`src/hw/rtl/f2p24_pkg.sv`:
```
// Shared constants and stage types of the float to packed 24-bit converter.
// Used by f2p24_mask and float_to_packed24_float.
package f2p24_pkg;
	localparam int FRAC_W = 43;
	localparam int INT_W = 23;
	localparam int WIDE_W = FRAC_W + INT_W;
	localparam int POS_W = 7;
	localparam logic [23:0] TINY_THR = 24'd8796093;
	localparam logic [7:0] BEXP_SPEC = 8'd255;
	localparam logic [7:0] BEXP_BIG = 8'd150;
	localparam logic [7:0] BEXP_MIN = 8'd107;
	localparam logic [7:0] BEXP_BIAS = 8'd126;
	localparam logic [7:0] EXP_LIMIT = 8'd63;
	localparam logic [6:0] EXP_MAX = 7'd63;
	localparam logic [15:0] FRAC_ONES = 16'hffff;
	localparam logic [6:0] EXP_OFFS = 7'd86;
	localparam logic [6:0] POS_TOP = 7'd65;

	typedef struct packed {
		logic spec;
		logic [23:0] spec_word;
		logic sat;
		logic sign;
		logic [WIDE_W-1:0] wide;
	} stage_t;
endpackage

```
`src/hw/rtl/float_to_packed24_float.sv`:
```
// Top level of the float to packed 24-bit converter, four-stage pipeline.
// Depends on f2p24_pkg and f2p24_mask.
//
// Usage:
//   Input channel s_*: one IEEE-754 single bit pattern per transfer on
//   s_tdata. Output channel m_*: the packed word on m_tdata (sign bit 23,
//   two's-complement exponent bits 22..16, fraction bits 15..0) and the
//   saturation flag on m_tuser.
//   Each result passes the stage registers s1, s2, s3 and s4 and is
//   offered on m_* from s4 until the receiver takes it.
//   Throughput is one item per cycle while the receiver does not stall.
//   Stage 1 decodes special classes and aligns the mantissa into a fixed
//   point word, stage 2 clears fraction digits past the 1e-6 stop point,
//   stage 3 finds the leading one, stage 4 normalizes into the output
//   register.
//   Reset clears all valid bits; the pipeline comes up empty and ready.
//   When the receiver stalls, the whole pipeline holds and s_tready drops
//   while the output register is full, so no item is lost or repeated.
module float_to_packed24_float (
	input  logic        clk,
	input  logic        arst_n,
	input  logic        s_tvalid,
	output logic        s_tready,
	input  logic [31:0] s_tdata,  // [31:0] value_bits
	output logic        m_tvalid,
	input  logic        m_tready,
	output logic [23:0] m_tdata,  // [23:0] packed_word
	output logic        m_tuser   // [0] saturated
);
	logic ce;
	logic v_s1, v_s2, v_s3, v_s4;
	f2p24_pkg::stage_t st_in, st_s1, st_mask, st_s2, st_s3;
	logic [f2p24_pkg::POS_W-1:0] pos_in, pos_s3;
	logic nz_in, nz_s3;
	logic [f2p24_pkg::FRAC_W-1:0] frac_kept;
	logic [23:0] word_in, word_s4;
	logic sat_s4;

	assign ce = !v_s4 || m_tready;
	assign s_tready = ce;

	always_comb begin
		logic sign;
		logic [7:0] bexp;
		logic [23:0] m;
		logic [7:0] ex;
		logic [5:0] sh;
		sign = s_tdata[31];
		bexp = s_tdata[30:23];
		m = {1'b1, s_tdata[22:0]};
		ex = bexp - f2p24_pkg::BEXP_BIAS;
		sh = 6'(bexp - f2p24_pkg::BEXP_MIN);
		st_in.sign = sign;
		st_in.spec = 1'b1;
		st_in.sat = 1'b0;
		st_in.spec_word = '0;
		st_in.wide = '0;
		if (bexp == f2p24_pkg::BEXP_SPEC) begin
			st_in.spec_word = {sign & (s_tdata[22:0] == 23'd0), f2p24_pkg::EXP_MAX,
				f2p24_pkg::FRAC_ONES};
			st_in.sat = 1'b1;
		end else if (bexp >= f2p24_pkg::BEXP_BIG) begin
			if (ex > f2p24_pkg::EXP_LIMIT) begin
				st_in.spec_word = {sign, f2p24_pkg::EXP_MAX, m[23:8]};
				st_in.sat = 1'b1;
			end else begin
				st_in.spec_word = {sign, ex[6:0], m[23:8]};
			end
		end else if (bexp >= f2p24_pkg::BEXP_MIN) begin
			st_in.spec = 1'b0;
			st_in.wide = {{(f2p24_pkg::WIDE_W-24){1'b0}}, m} << sh;
		end
	end

	f2p24_mask u_mask (
		.frac     (st_s1.wide[f2p24_pkg::FRAC_W-1:0]),
		.frac_kept(frac_kept)
	);

	always_comb begin
		st_mask = st_s1;
		st_mask.wide = {st_s1.wide[f2p24_pkg::WIDE_W-1:f2p24_pkg::FRAC_W], frac_kept};
	end

	always_comb begin
		pos_in = '0;
		nz_in = 1'b0;
		for (int i = 0; i < f2p24_pkg::WIDE_W; i++) begin
			if (st_s2.wide[i]) begin
				pos_in = 7'(i);
				nz_in = 1'b1;
			end
		end
	end

	always_comb begin
		logic [f2p24_pkg::WIDE_W-1:0] norm;
		logic [6:0] ex;
		norm = st_s3.wide << (f2p24_pkg::POS_TOP - pos_s3);
		ex = pos_s3 + f2p24_pkg::EXP_OFFS;
		if (st_s3.spec) begin
			word_in = st_s3.spec_word;
		end else if (!nz_s3) begin
			word_in = '0;
		end else begin
			word_in = {st_s3.sign, ex, norm[f2p24_pkg::WIDE_W-1 -: 16]};
		end
	end

	always_ff @(posedge clk or negedge arst_n) begin
		if (!arst_n) begin
			v_s1 <= 1'b0;
			v_s2 <= 1'b0;
			v_s3 <= 1'b0;
			v_s4 <= 1'b0;
		end else if (ce) begin
			v_s1 <= s_tvalid;
			v_s2 <= v_s1;
			v_s3 <= v_s2;
			v_s4 <= v_s3;
		end
	end

	always_ff @(posedge clk) begin
		if (ce) begin
			st_s1 <= st_in;
			st_s2 <= st_mask;
			st_s3 <= st_s2;
			pos_s3 <= pos_in;
			nz_s3 <= nz_in;
			word_s4 <= word_in;
			sat_s4 <= st_s3.sat;
		end
	end

	assign m_tvalid = v_s4;
	assign m_tdata = word_s4;
	assign m_tuser = sat_s4;
endmodule

```
`src/hw/rtl/f2p24_mask.sv`:
```
// Fraction digit masking: clears every digit after the first point where
// the scaled remainder falls to 1e-6 or below. Depends on f2p24_pkg.
module f2p24_mask (
	input  logic [f2p24_pkg::FRAC_W-1:0] frac,
	output logic [f2p24_pkg::FRAC_W-1:0] frac_kept
);
	logic [f2p24_pkg::FRAC_W-1:0] ok;
	logic [f2p24_pkg::FRAC_W:0] run;

	always_comb begin
		for (int i = 0; i < f2p24_pkg::FRAC_W; i++) begin
			logic [f2p24_pkg::FRAC_W-1:0] low;
			logic [f2p24_pkg::FRAC_W-1:0] thr;
			low = {f2p24_pkg::FRAC_W{1'b1}} >> i;
			thr = {{(f2p24_pkg::FRAC_W-24){1'b0}}, f2p24_pkg::TINY_THR} >> i;
			ok[i] = (frac & low) > thr;
		end
		run[0] = 1'b1;
		for (int j = 1; j <= f2p24_pkg::FRAC_W; j++) begin
			run[j] = run[j-1] & ok[j-1];
		end
		for (int j = 1; j <= f2p24_pkg::FRAC_W; j++) begin
			frac_kept[f2p24_pkg::FRAC_W-j] = frac[f2p24_pkg::FRAC_W-j] & run[j];
		end
	end
endmodule

```
`config.mk`:
```
export PLATFORM = sky130hd
export DESIGN_NAME = float_to_packed24_float
export DESIGN_NICKNAME = d
export VERILOG_FILES = /design/src/hw/rtl/f2p24_pkg.sv /design/src/hw/rtl/float_to_packed24_float.sv /design/src/hw/rtl/f2p24_mask.sv
export SDC_FILE = /design/constraint.sdc
export NUM_CORES = 1
export LEC_CHECK = 0
export BUFFER_PORTS_ARGS = -buffer_cell sky130_fd_sc_hd__buf_2
export CAP_MARGIN = 20
export CORE_MARGIN = 4
export CORE_UTILIZATION = 45
export CTS_BUF_LIST = sky130_fd_sc_hd__clkbuf_16
export DETAILED_ROUTE_END_ITERATION = 16
export GPL_ROUTABILITY_DRIVEN = 1
export PLACE_DENSITY = 0.64
export SYNTH_ARGS = -nofsm -noshare
export SYNTH_HDL_FRONTEND = slang
export SYNTH_HIERARCHICAL = 1
export SYNTH_SLANG_ARGS = --single-unit
```
`constraint.sdc`:
```
create_clock -name clk -period 8.6 [get_ports clk]
set_input_delay 0.86 -clock clk [delete_from_list [all_inputs] [get_ports clk]]
set_output_delay 0.86 -clock clk [all_outputs]
set_load 0.02 [all_outputs]
```
-- Word-level counts from Yosys, hierarchy flattened
Cells that the tools add are included.
Widths: inputs -> output; s select.
- input bits: 36
- flip-flop bits (word level): 316
- word-level logic and storage cells: 247
- output and inout port bits: 27
- equal/unequal tests: 1
- shift-type cells: 2
- reductions and logical operators: 8
- order comparisons: 46
- muxes and demuxes: 72
- $add $sub $neg: 4
- bitwise operators: 88
- operators with widths (operator ; count):
    $mux 7 ; 62
    $and 1x1->1 ; 86
    $shl 24x6->66 ; 1
    $shl 66x7->66 ; 1
    $reduce_or 65->1 ; 1
    $mux 25 ; 2
    $mux 24 ; 2
    $gt 43x24->1 const B ; 1
    $gt 42x23->1 const B ; 1
    $gt 41x22->1 const B ; 1
    $gt 40x21->1 const B ; 1
    $gt 39x20->1 const B ; 1
    $gt 38x19->1 const B ; 1
    $gt 37x18->1 const B ; 1
    $gt 36x17->1 const B ; 1
    $gt 35x16->1 const B ; 1
    $gt 34x15->1 const B ; 1
    $gt 33x14->1 const B ; 1
    $gt 32x13->1 const B ; 1
    $gt 31x12->1 const B ; 1
    $gt 30x11->1 const B ; 1
    $gt 29x10->1 const B ; 1
    $gt 28x9->1 const B ; 1
    $gt 27x8->1 const B ; 1
    other kinds (42) ; 49

-- Logic depth before layout (Yosys ltp)
Gate-level depths: netlist (run 1).
- depth in word-level cells: 64
- depth in mapped cells: 17
- gate-level depth less buffers: 9

-- Cells and area by module
Netlist (run 1), hierarchy kept.
- by module, submodules not included (module ; area an instance (µm²) ; times used ; cells an instance ; seq. area each (µm²)):
    float_to_packed24_float ; 16245.6 ; 1 ; 1319 ; 9469.1
    f2p24_mask ; 2187.1 ; 1 ; 377 ; 0.0

-- Worst setup path before layout (run 1)
OpenSTA, ideal clock, no wires.
- kind: input to register
- start point: input m_tready
- end point: register v_s1
- buffers on the path: 0
- data required time: 8494 ps
- library setup time: 106 ps
- stages: 2
- path slack: -1169 ps
- arrival time: 9663 ps
- cells stage by stage: nand2b_1 > mux2_2
- longest elaborated chain between the ends: 1
- RTL lines (element ; RTL line ; RTL):
    start: declaration ; float_to_packed24_float.sv:26 ; input logic m_tready,
    $logic_or 1x1->1 ; float_to_packed24_float.sv:39 ; assign ce = !v_s4 || m_tready;
    end signal: assignment ; float_to_packed24_float.sv:117 ; v_s1 <= s_tvalid;
    end: declaration ; float_to_packed24_float.sv:31 ; logic v_s1, v_s2, v_s3, v_s4;
Every way passes these cells.
A chain may end at the register's enable or synchronous reset.

-- Worst setup path after layout (run 1)
- start point: register pos_s3[1] (netlist name)
- end point: register word_s4[2] (netlist: m_tdata[2]), data pin
- longest elaborated chain between the ends: 4
- RTL lines (element ; RTL line ; RTL):
    start: declaration ; float_to_packed24_float.sv:33 ; logic [f2p24_pkg::POS_W-1:0] pos_in, pos_s3;
    start signal: assignment ; float_to_packed24_float.sv:129 ; pos_s3 <= pos_in;
    $sub 7x7->7 ; float_to_packed24_float.sv:99 ; norm = st_s3.wide << (f2p24_pkg::POS_TOP - pos_s3);
    $shl 66x7->66 ; float_to_packed24_float.sv:99 ;
    $mux 24 ; float_to_packed24_float.sv:103 ; end else if (!nz_s3) begin
    $mux 24 ; float_to_packed24_float.sv:101 ; if (st_s3.spec) begin
    via word_in[2] ; float_to_packed24_float.sv:36 ; logic [23:0] word_in, word_s4;
    end signal: assignment ; float_to_packed24_float.sv:131 ; word_s4 <= word_in;
    end: declaration ; float_to_packed24_float.sv:36 ;
The timed path passes the listed nets, and every way through them passes these cells.

==> results of run 1 <==
-- worst register-to-register path, delay by kind of cell, from the launching register on --
kind	cells	cell delay, ns
buffers and inverters	3	1.32
adders and majority gates	1	0.35
DFF	1	0.32
muxes	2	1.16
AOI/OAI and AO/OA	2	0.35
and+or+nand+nor	2	0.31
-- worst max-delay path by stage --
stage,to,slack [ns]
after floorplan,s_tready,2.85
after global placement,st_s1[26]$_SDFFCE_PP0P_,4.40
after detailed placement,st_s1[26]$_SDFFCE_PP0P_,4.30
after CTS,m_tdata[2]$_DFFE_PP_,4.63
after global routing,m_tdata[15]$_DFFE_PP_,4.39
final,m_tdata[2]$_DFFE_PP_,4.56
-- cell families (layout without fill, tap and decap cells) --
family | count (synthesis) | count (layout) | share of synthesized area, %
compound gates | 363 | 363 | 13.1
xor+xnor | 19 | 19 | 0.903
fa+ha+maj | 6 | 6 | 0.407
buf+inv | 174 | 176 | 4.04
flops | 316 | 316 | 51.4
mux | 169 | 169 | 12.2
other cells | 1 | 1 | 0.0203
simple gates | 648 | 648 | 18.0
-- metal layers --
layer	vias to the layer above	GRT usage, %
li1	6481	-
met1	6935	34.6
met2	652	38.4
met4	0	8.58
met5	-	0
met3	152	3.77
-- flip-flops by register name, summed over array words and instances, names as in the netlist --
name and count:
nz_s3 1, m_tvalid 1, v_s2 1, pos_s3 7, v_s1 1, st_s2 93
st_mask 50, m_tuser 1, st_s3 93, v_s3 1, st_s1 43, m_tdata 24
-- area by class of cell --
| cell class | instances | area, sq um |
|---|---|---|
| fill | 3560 | 20000 |
| sequential | 316 | 9470 |
| multi-input combinational | 1206 | 8280 |
| clock buffer | 35 | 876 |
| tap | 525 | 657 |
| timing repair buffer | 89 | 526 |
| clock inverter | 24 | 186 |
| inverter | 28 | 105 |
-- power by group --
| part | switching [uW] | internal, uW | leakage [uW] |
|---|---|---|---|
| logic | 2210 | 1330 | 0.00352 |
| clock network | 581 | 827 | 0.000550 |
| registers | 531 | 2410 | 0.00332 |
-- Yosys cell counts (9+ instances only) --
master,instances
and2_1,14
inv_1,25
mux2i_1,86
and3_1,19
a21oi_1,86
o22ai_1,19
o21ai_0,68
nor3_2,19
a31oi_1,14
clkbuf_1,99
xor2_1,9
a21o_1,20
o31ai_1,19
nor4_1,42
nand4_1,21
buf_2,28
xnor2_1,10
nor2_1,154
mux2_2,43
nand2_1,167
buf_1,9
nand2b_1,15
or4_1,22
mux4_2,40
edfxtp_1,312
nand3_1,56
nor3_1,58
a211oi_1,20
o211ai_1,13
or3_1,12
-- stage by stage --
| stage | std cells | total power, uW | cell area (sq um) |
|---|---|---|---|
| 6_report | 2223 | 7890 | 20100 |
| 3_5_place_dp | 2164 | 6430 | 19000 |
| 5_1_grt | 2223 | 8330 | 20100 |
| 3_3_place_gp | 2164 | 6410 | 19000 |
| 4_1_cts | 2223 | 7840 | 20100 |
| 2_1_floorplan | 1696 | 5360 | 18400 |
==> impl_metrics.ini, run 1 <==
[run_status]
outcome = complete, no violations

[clocking]
cts_resized = 0
cts_setup_buffers = 0
worstSkewPairLatency_ns = 0.53
ctsHoldBuffers = 0
cts.sinks = 316
cts-root-buf = clkbuf_16
h-tree-depth = 2
cts_tree = done
cts-buffers-inserted = 34
cts.reportedPaths.clkPinSlew_ns = 0.06
cts_buffer_depth = 3

[drt]
highest_layer = met4
wl_per_cell_um = 24.7
ant_nets = 0
wl_met2_um = 25500
dr.pass1.iters = 8
dr.first_iter.drc_count = 1821
vias = 14200
drc_errors = 0
wl_met1_um = 23600
viasPerCell = 6.40
wl_met3_um = 3650
routed_wl_um = 54900

[setup_path]
crit_path_start_kind = flop
cp.depth = 10
reg2reg_to = m_tdata[2]$_DFFE_PP_
r2r_cells = 10
path_max_fanout = 60
arrival_ns = 4.32
crit_path_max_incr_delay_ns = 0.63
cp_num_buf_inv = 3
crit_family = buffers and inverters
critPathKind = reg -> reg
rrSetupSlack_ns = 4.56
critPathSlowestCell = mux4_2
critPathRequiredTime_ns = 8.88
path_cells = buf_4, inv_1, ha_2, buf_4, mux4_2, nand2_1, o21ai_0, and2_1, mux4_2, a22o_1
cp-end-kind = flop
timing.rr.start = pos_s3[1]$_SDFFCE_PP0P_
startpoint = pos_s3[1]$_SDFFCE_PP0P_

[placement]
post-dp-hpwl_um = 39800
io_buffers = 62
place_congestion = 0.977
place_ws_ns = 4.30

[synthesis]
ys_types = 94
synth_area_per_cell_sq_um = 10.9
async_reset_ff_share_pct = 1.27
post-synth-top-area-fraction_pct = 50.8
synth_warnings = 6
syn_inst = 1696
synth_area_leaders = edfxtp_1, mux4_2, mux2i_1, nand2_1, nor2_1
synth_area_leader_cell = edfxtp_1
netlist_area_sq_mm = 0.0184
synth_flop_cell = edfxtp_1
ys_seq_area_share_pct = 51.4
synthesis.nets = 1738
synth_edf_count = 312
ys_ff_latch = 316

[power]
power.leakage_uw = 0.00739
vdd_drop_max_mv = 0.169
power_density_mw_per_mm2 = 393

[layout]
final_core_utilization_pct = 50.1
layout_commonest_cell = edfxtp_1
area_growth_pct = 9.03
drive_gt1_share_pct = 15.5
layout_common_cells = edfxtp_1, nand2_1, nor2_1
n_antenna_cell = 0
finalNetCount = 1717

[global_route]
grt_overflow_total = 0
grt_pass1_vias = 13600
grt_usage_pct = 24.4
grt_max_degree = 185
antenna_found_initial = 1
grt_pass1_wl_um = 84600

[sta]
setup_viol_count_final = 0
slew_headroom_pct = 30.2
worst_slew_pin_slew_ns = 1.05
setup_ws_ns = 4.56
clock_skew_ns = 0.0323
slew_viol_final = 0
fin_tns_setup_ns = 0
holdWs_ns = 0.146
finalHoldViolations = 0
period_share_pct = 47.0
rsz0062_at_grt = no
finalCriticalPeriod_ns = 4.04
fmax_mhz = 247

[hold_path]
hold_path_class = in -> async

[run]
drv_cap = 0

[floorplanning]
fp.dieH_um = 210
row_count = 73
die_x_um = 210
dieArea_sq_mm = 0.0443
start_util_pct = 46.0
core_sq_mm = 0.0401
io_pins = 63
(Power assumes the default switching activity.)
==> run 2, diff against run 1 <==
--- a/config.mk
+++ b/config.mk
@@ -5,6 +5,7 @@
 export SDC_FILE = /design/constraint.sdc
 export NUM_CORES = 1
 export LEC_CHECK = 0
+export ABC_AREA = 1
 export BUFFER_PORTS_ARGS = -buffer_cell sky130_fd_sc_hd__buf_2
 export CAP_MARGIN = 20
 export CORE_MARGIN = 4
@@ -12,7 +13,7 @@
 export CTS_BUF_LIST = sky130_fd_sc_hd__clkbuf_16
 export DETAILED_ROUTE_END_ITERATION = 16
 export GPL_ROUTABILITY_DRIVEN = 1
-export PLACE_DENSITY = 0.64
+export PLACE_DENSITY = 0.62
 export SYNTH_ARGS = -nofsm -noshare
 export SYNTH_HDL_FRONTEND = slang
 export SYNTH_HIERARCHICAL = 1
==> constraint.sdc (replaced) <==
create_clock -name clk -period 4.1 [get_ports clk]
set_input_delay 0.41 -clock clk [delete_from_list [all_inputs] [get_ports clk]]
set_output_delay 0.41 -clock clk [all_outputs]
set_load 0.02 [all_outputs]
==> impl_metrics.ini, run 2 <==
[drt]
dr.first_iter.drc_count = 1935
wl_per_cell_um = 20.7
routed_wl_um = 61400
viasPerCell = 5.60
ant_nets = 0
vias = 16700
drc_errors = 0
dr.pass1.iters = 8

[synthesis]
synth_area_per_cell_sq_um = 7.98
syn_inst = 2353
synthesis.nets = 2395
synth_area_leaders = edfxtp_1, nand2_1, nor2_1, inv_1, nand3_1
post-synth-top-area-fraction_pct = 49.9
synth_area_leader_cell = edfxtp_1
synth.top_cells.by_count = nand2_1, edfxtp_1, nor2_1
synth_warnings = 6
synth_flop_cell = edfxtp_1
netlist_area_sq_mm = 0.0188
synth_edf_count = 312
async_reset_ff_share_pct = 1.27
yosysMostFrequentCell = nand2_1
ys_seq_area_share_pct = 50.4
ys_ff_latch = 316
ys_types = 58

[sta]
period_share_pct = 92.7
rsz0062_at_grt = yes
finalHoldViolations = 0
setup_viol_count_final = 0
fin_tns_setup_ns = 0
worst_slew_pin_slew_ns = 0.978
slew_viol_final = 0
holdWs_ns = 0.125
finalCriticalPeriod_ns = 3.80
fmax_mhz = 263
slew_headroom_pct = 34.7
clock_skew_ns = 0.0354

[run]
drv_cap = 0

[placement]
io_buffers = 62
place_congestion = 0.992
dp.cells = 2911
post-dp-hpwl_um = 48700

[layout]
layout_common_cells = nand2_1, edfxtp_1, nor2_1
nFillCells = 3954
final_cells = 2973
finalNetCount = 2458
layout_commonest_cell = nand2_1
area_growth_pct = 11.7
n_antenna_cell = 0
drive_gt1_share_pct = 11.7
final_core_utilization_pct = 51.1

[floorplanning]
io_pins = 63
fp.dieH_um = 212
core_sq_mm = 0.0410
die_x_um = 212
start_util_pct = 45.8
row_count = 74
dieArea_sq_mm = 0.0450

[clocking]
cts-root-buf = clkbuf_16
worstSkewPairLatency_ns = 0.54
cts_resized = 0
cts.sinks = 316
cts-buffers-inserted = 34
cts.reportedPaths.clkPinSlew_ns = 0.06
h-tree-depth = 2
cts_buffer_depth = 3
cts_tree = done

[power]
total_power_uw = 17700
power.leakage_uw = 0.00898
power_density_mw_per_mm2 = 842
vdd_drop_max_mv = 0.400

[setup_path]
critPathRequiredTime_ns = 4.48
path_max_fanout = 10
cp-end-kind = flop
critPathKind = reg -> reg
crit_path_start_kind = flop
arrival_ns = 4.18

[global_route]
grt_pass1_wl_um = 92200
grt_usage_pct = 26.8
grt_pass1_vias = 15500
grt_max_degree = 111
antenna_found_initial = 1
grt_overflow_total = 0

[hold_path]
hold_path_class = in -> reg

[run_status]
outcome = complete, no violations
-- run 2: final cells by class --
type	count	area [sq um]	share of cell area (%)
flip-flops and latches	316	9470	45.2
multi-input cells	1668	7880	37.6
repair buffers	156	1060	5.04
inverters	240	903	4.31
clock buffers	34	851	4.06
well taps	532	666	3.17
clock inverters	27	145	0.692
-- run 2: path summary, 6_finish.rpt --
check	from	endpoint	slack, ns	depth (start not counted)
worst max-delay path	st_s1[13]$_SDFFCE_PP0P_	st_s2[4]$_DFFE_PP_	0.30	23
worst min-delay path	s_tvalid	v_s1$_DFFE_PN0P_	0.12	2
worst max register to register	st_s1[13]$_SDFFCE_PP0P_	st_s2[4]$_DFFE_PP_	0.30	23
worst min register to register	st_s2[72]$_DFFE_PP_	st_s3[72]$_DFFE_PP_	0.39	0
max in group asynchronous	arst_n	m_tvalid$_DFFE_PN0P_	3.77	2
min in group asynchronous	arst_n	v_s1$_DFFE_PN0P_	0.21	2
-- run 2: worst max-delay path: stages (launching register included) --
cell and delay [ns]:
edfxtp_1 0.58, nor2_1 0.22, nand3_1 0.32, nor2_1 0.18
nand3_1 0.09, nand3_1 0.07, nand2_1 0.07, nor2_1 0.11
nand4_1 0.10, nor2_1 0.12, nand4_1 0.14, nor2_1 0.12
nand4_1 0.08, nor2_1 0.14, nand4_1 0.12, nor2_2 0.13
nand4_2 0.11, nor2_2 0.14, nand4_2 0.11, nor2_2 0.14
nand4_2 0.13, nor2_4 0.19, nand4_2 0.11, nor2_1 0.12
-- run 2: cells by family (layout without fill, tap and decap cells) --
group	Yosys count	count (layout)	synth area share, %
AND/OR/NAND/NOR	1240	1240	27.6
AO/OA/AOI/OAI	381	381	11.8
buffers and inverters	369	457	7.66
flip-flops	316	316	50.4
multiplexers	32	32	1.72
XOR/XNOR	8	8	0.373
adder cells (fa/ha/maj)	6	6	0.400
other	1	1	0.0200
-- run 2: metrics by stage --
step | setup WS [ns] | cell area, sq um
floorplan | 0.753 | 18800
global placement | 0.247 | 20000
detailed placement | 0.311 | 20000
CTS | 0.296 | 21000
global route | -0.347 | 21000
finish | 0.300 | 21000
-- run 2: timing repair --
action,in CTS,in global routing
setup buffers,0,0
endpoints found under the setup margin,0,1
hold buffers,1,0
hold endpoints to repair,4,0
-- run 2: power by group --
part           switching, uW  internal, uW
Clock                   1220          1520
Sequential               812          5210
Combinational           6280          2610
-- run 2: layer usage --
| metal | vias to the layer above | wire length, um | global-route usage (%) |
|---|---|---|---|
| met5 | - | 7 | 0 |
| li1 | 8071 | - | - |
| met1 | 7867 | 28100 | 39.2 |
| met2 | 593 | 27400 | 41.8 |
| met4 | 2 | 2060 | 8.02 |
| met3 | 129 | 3830 | 3.62 |
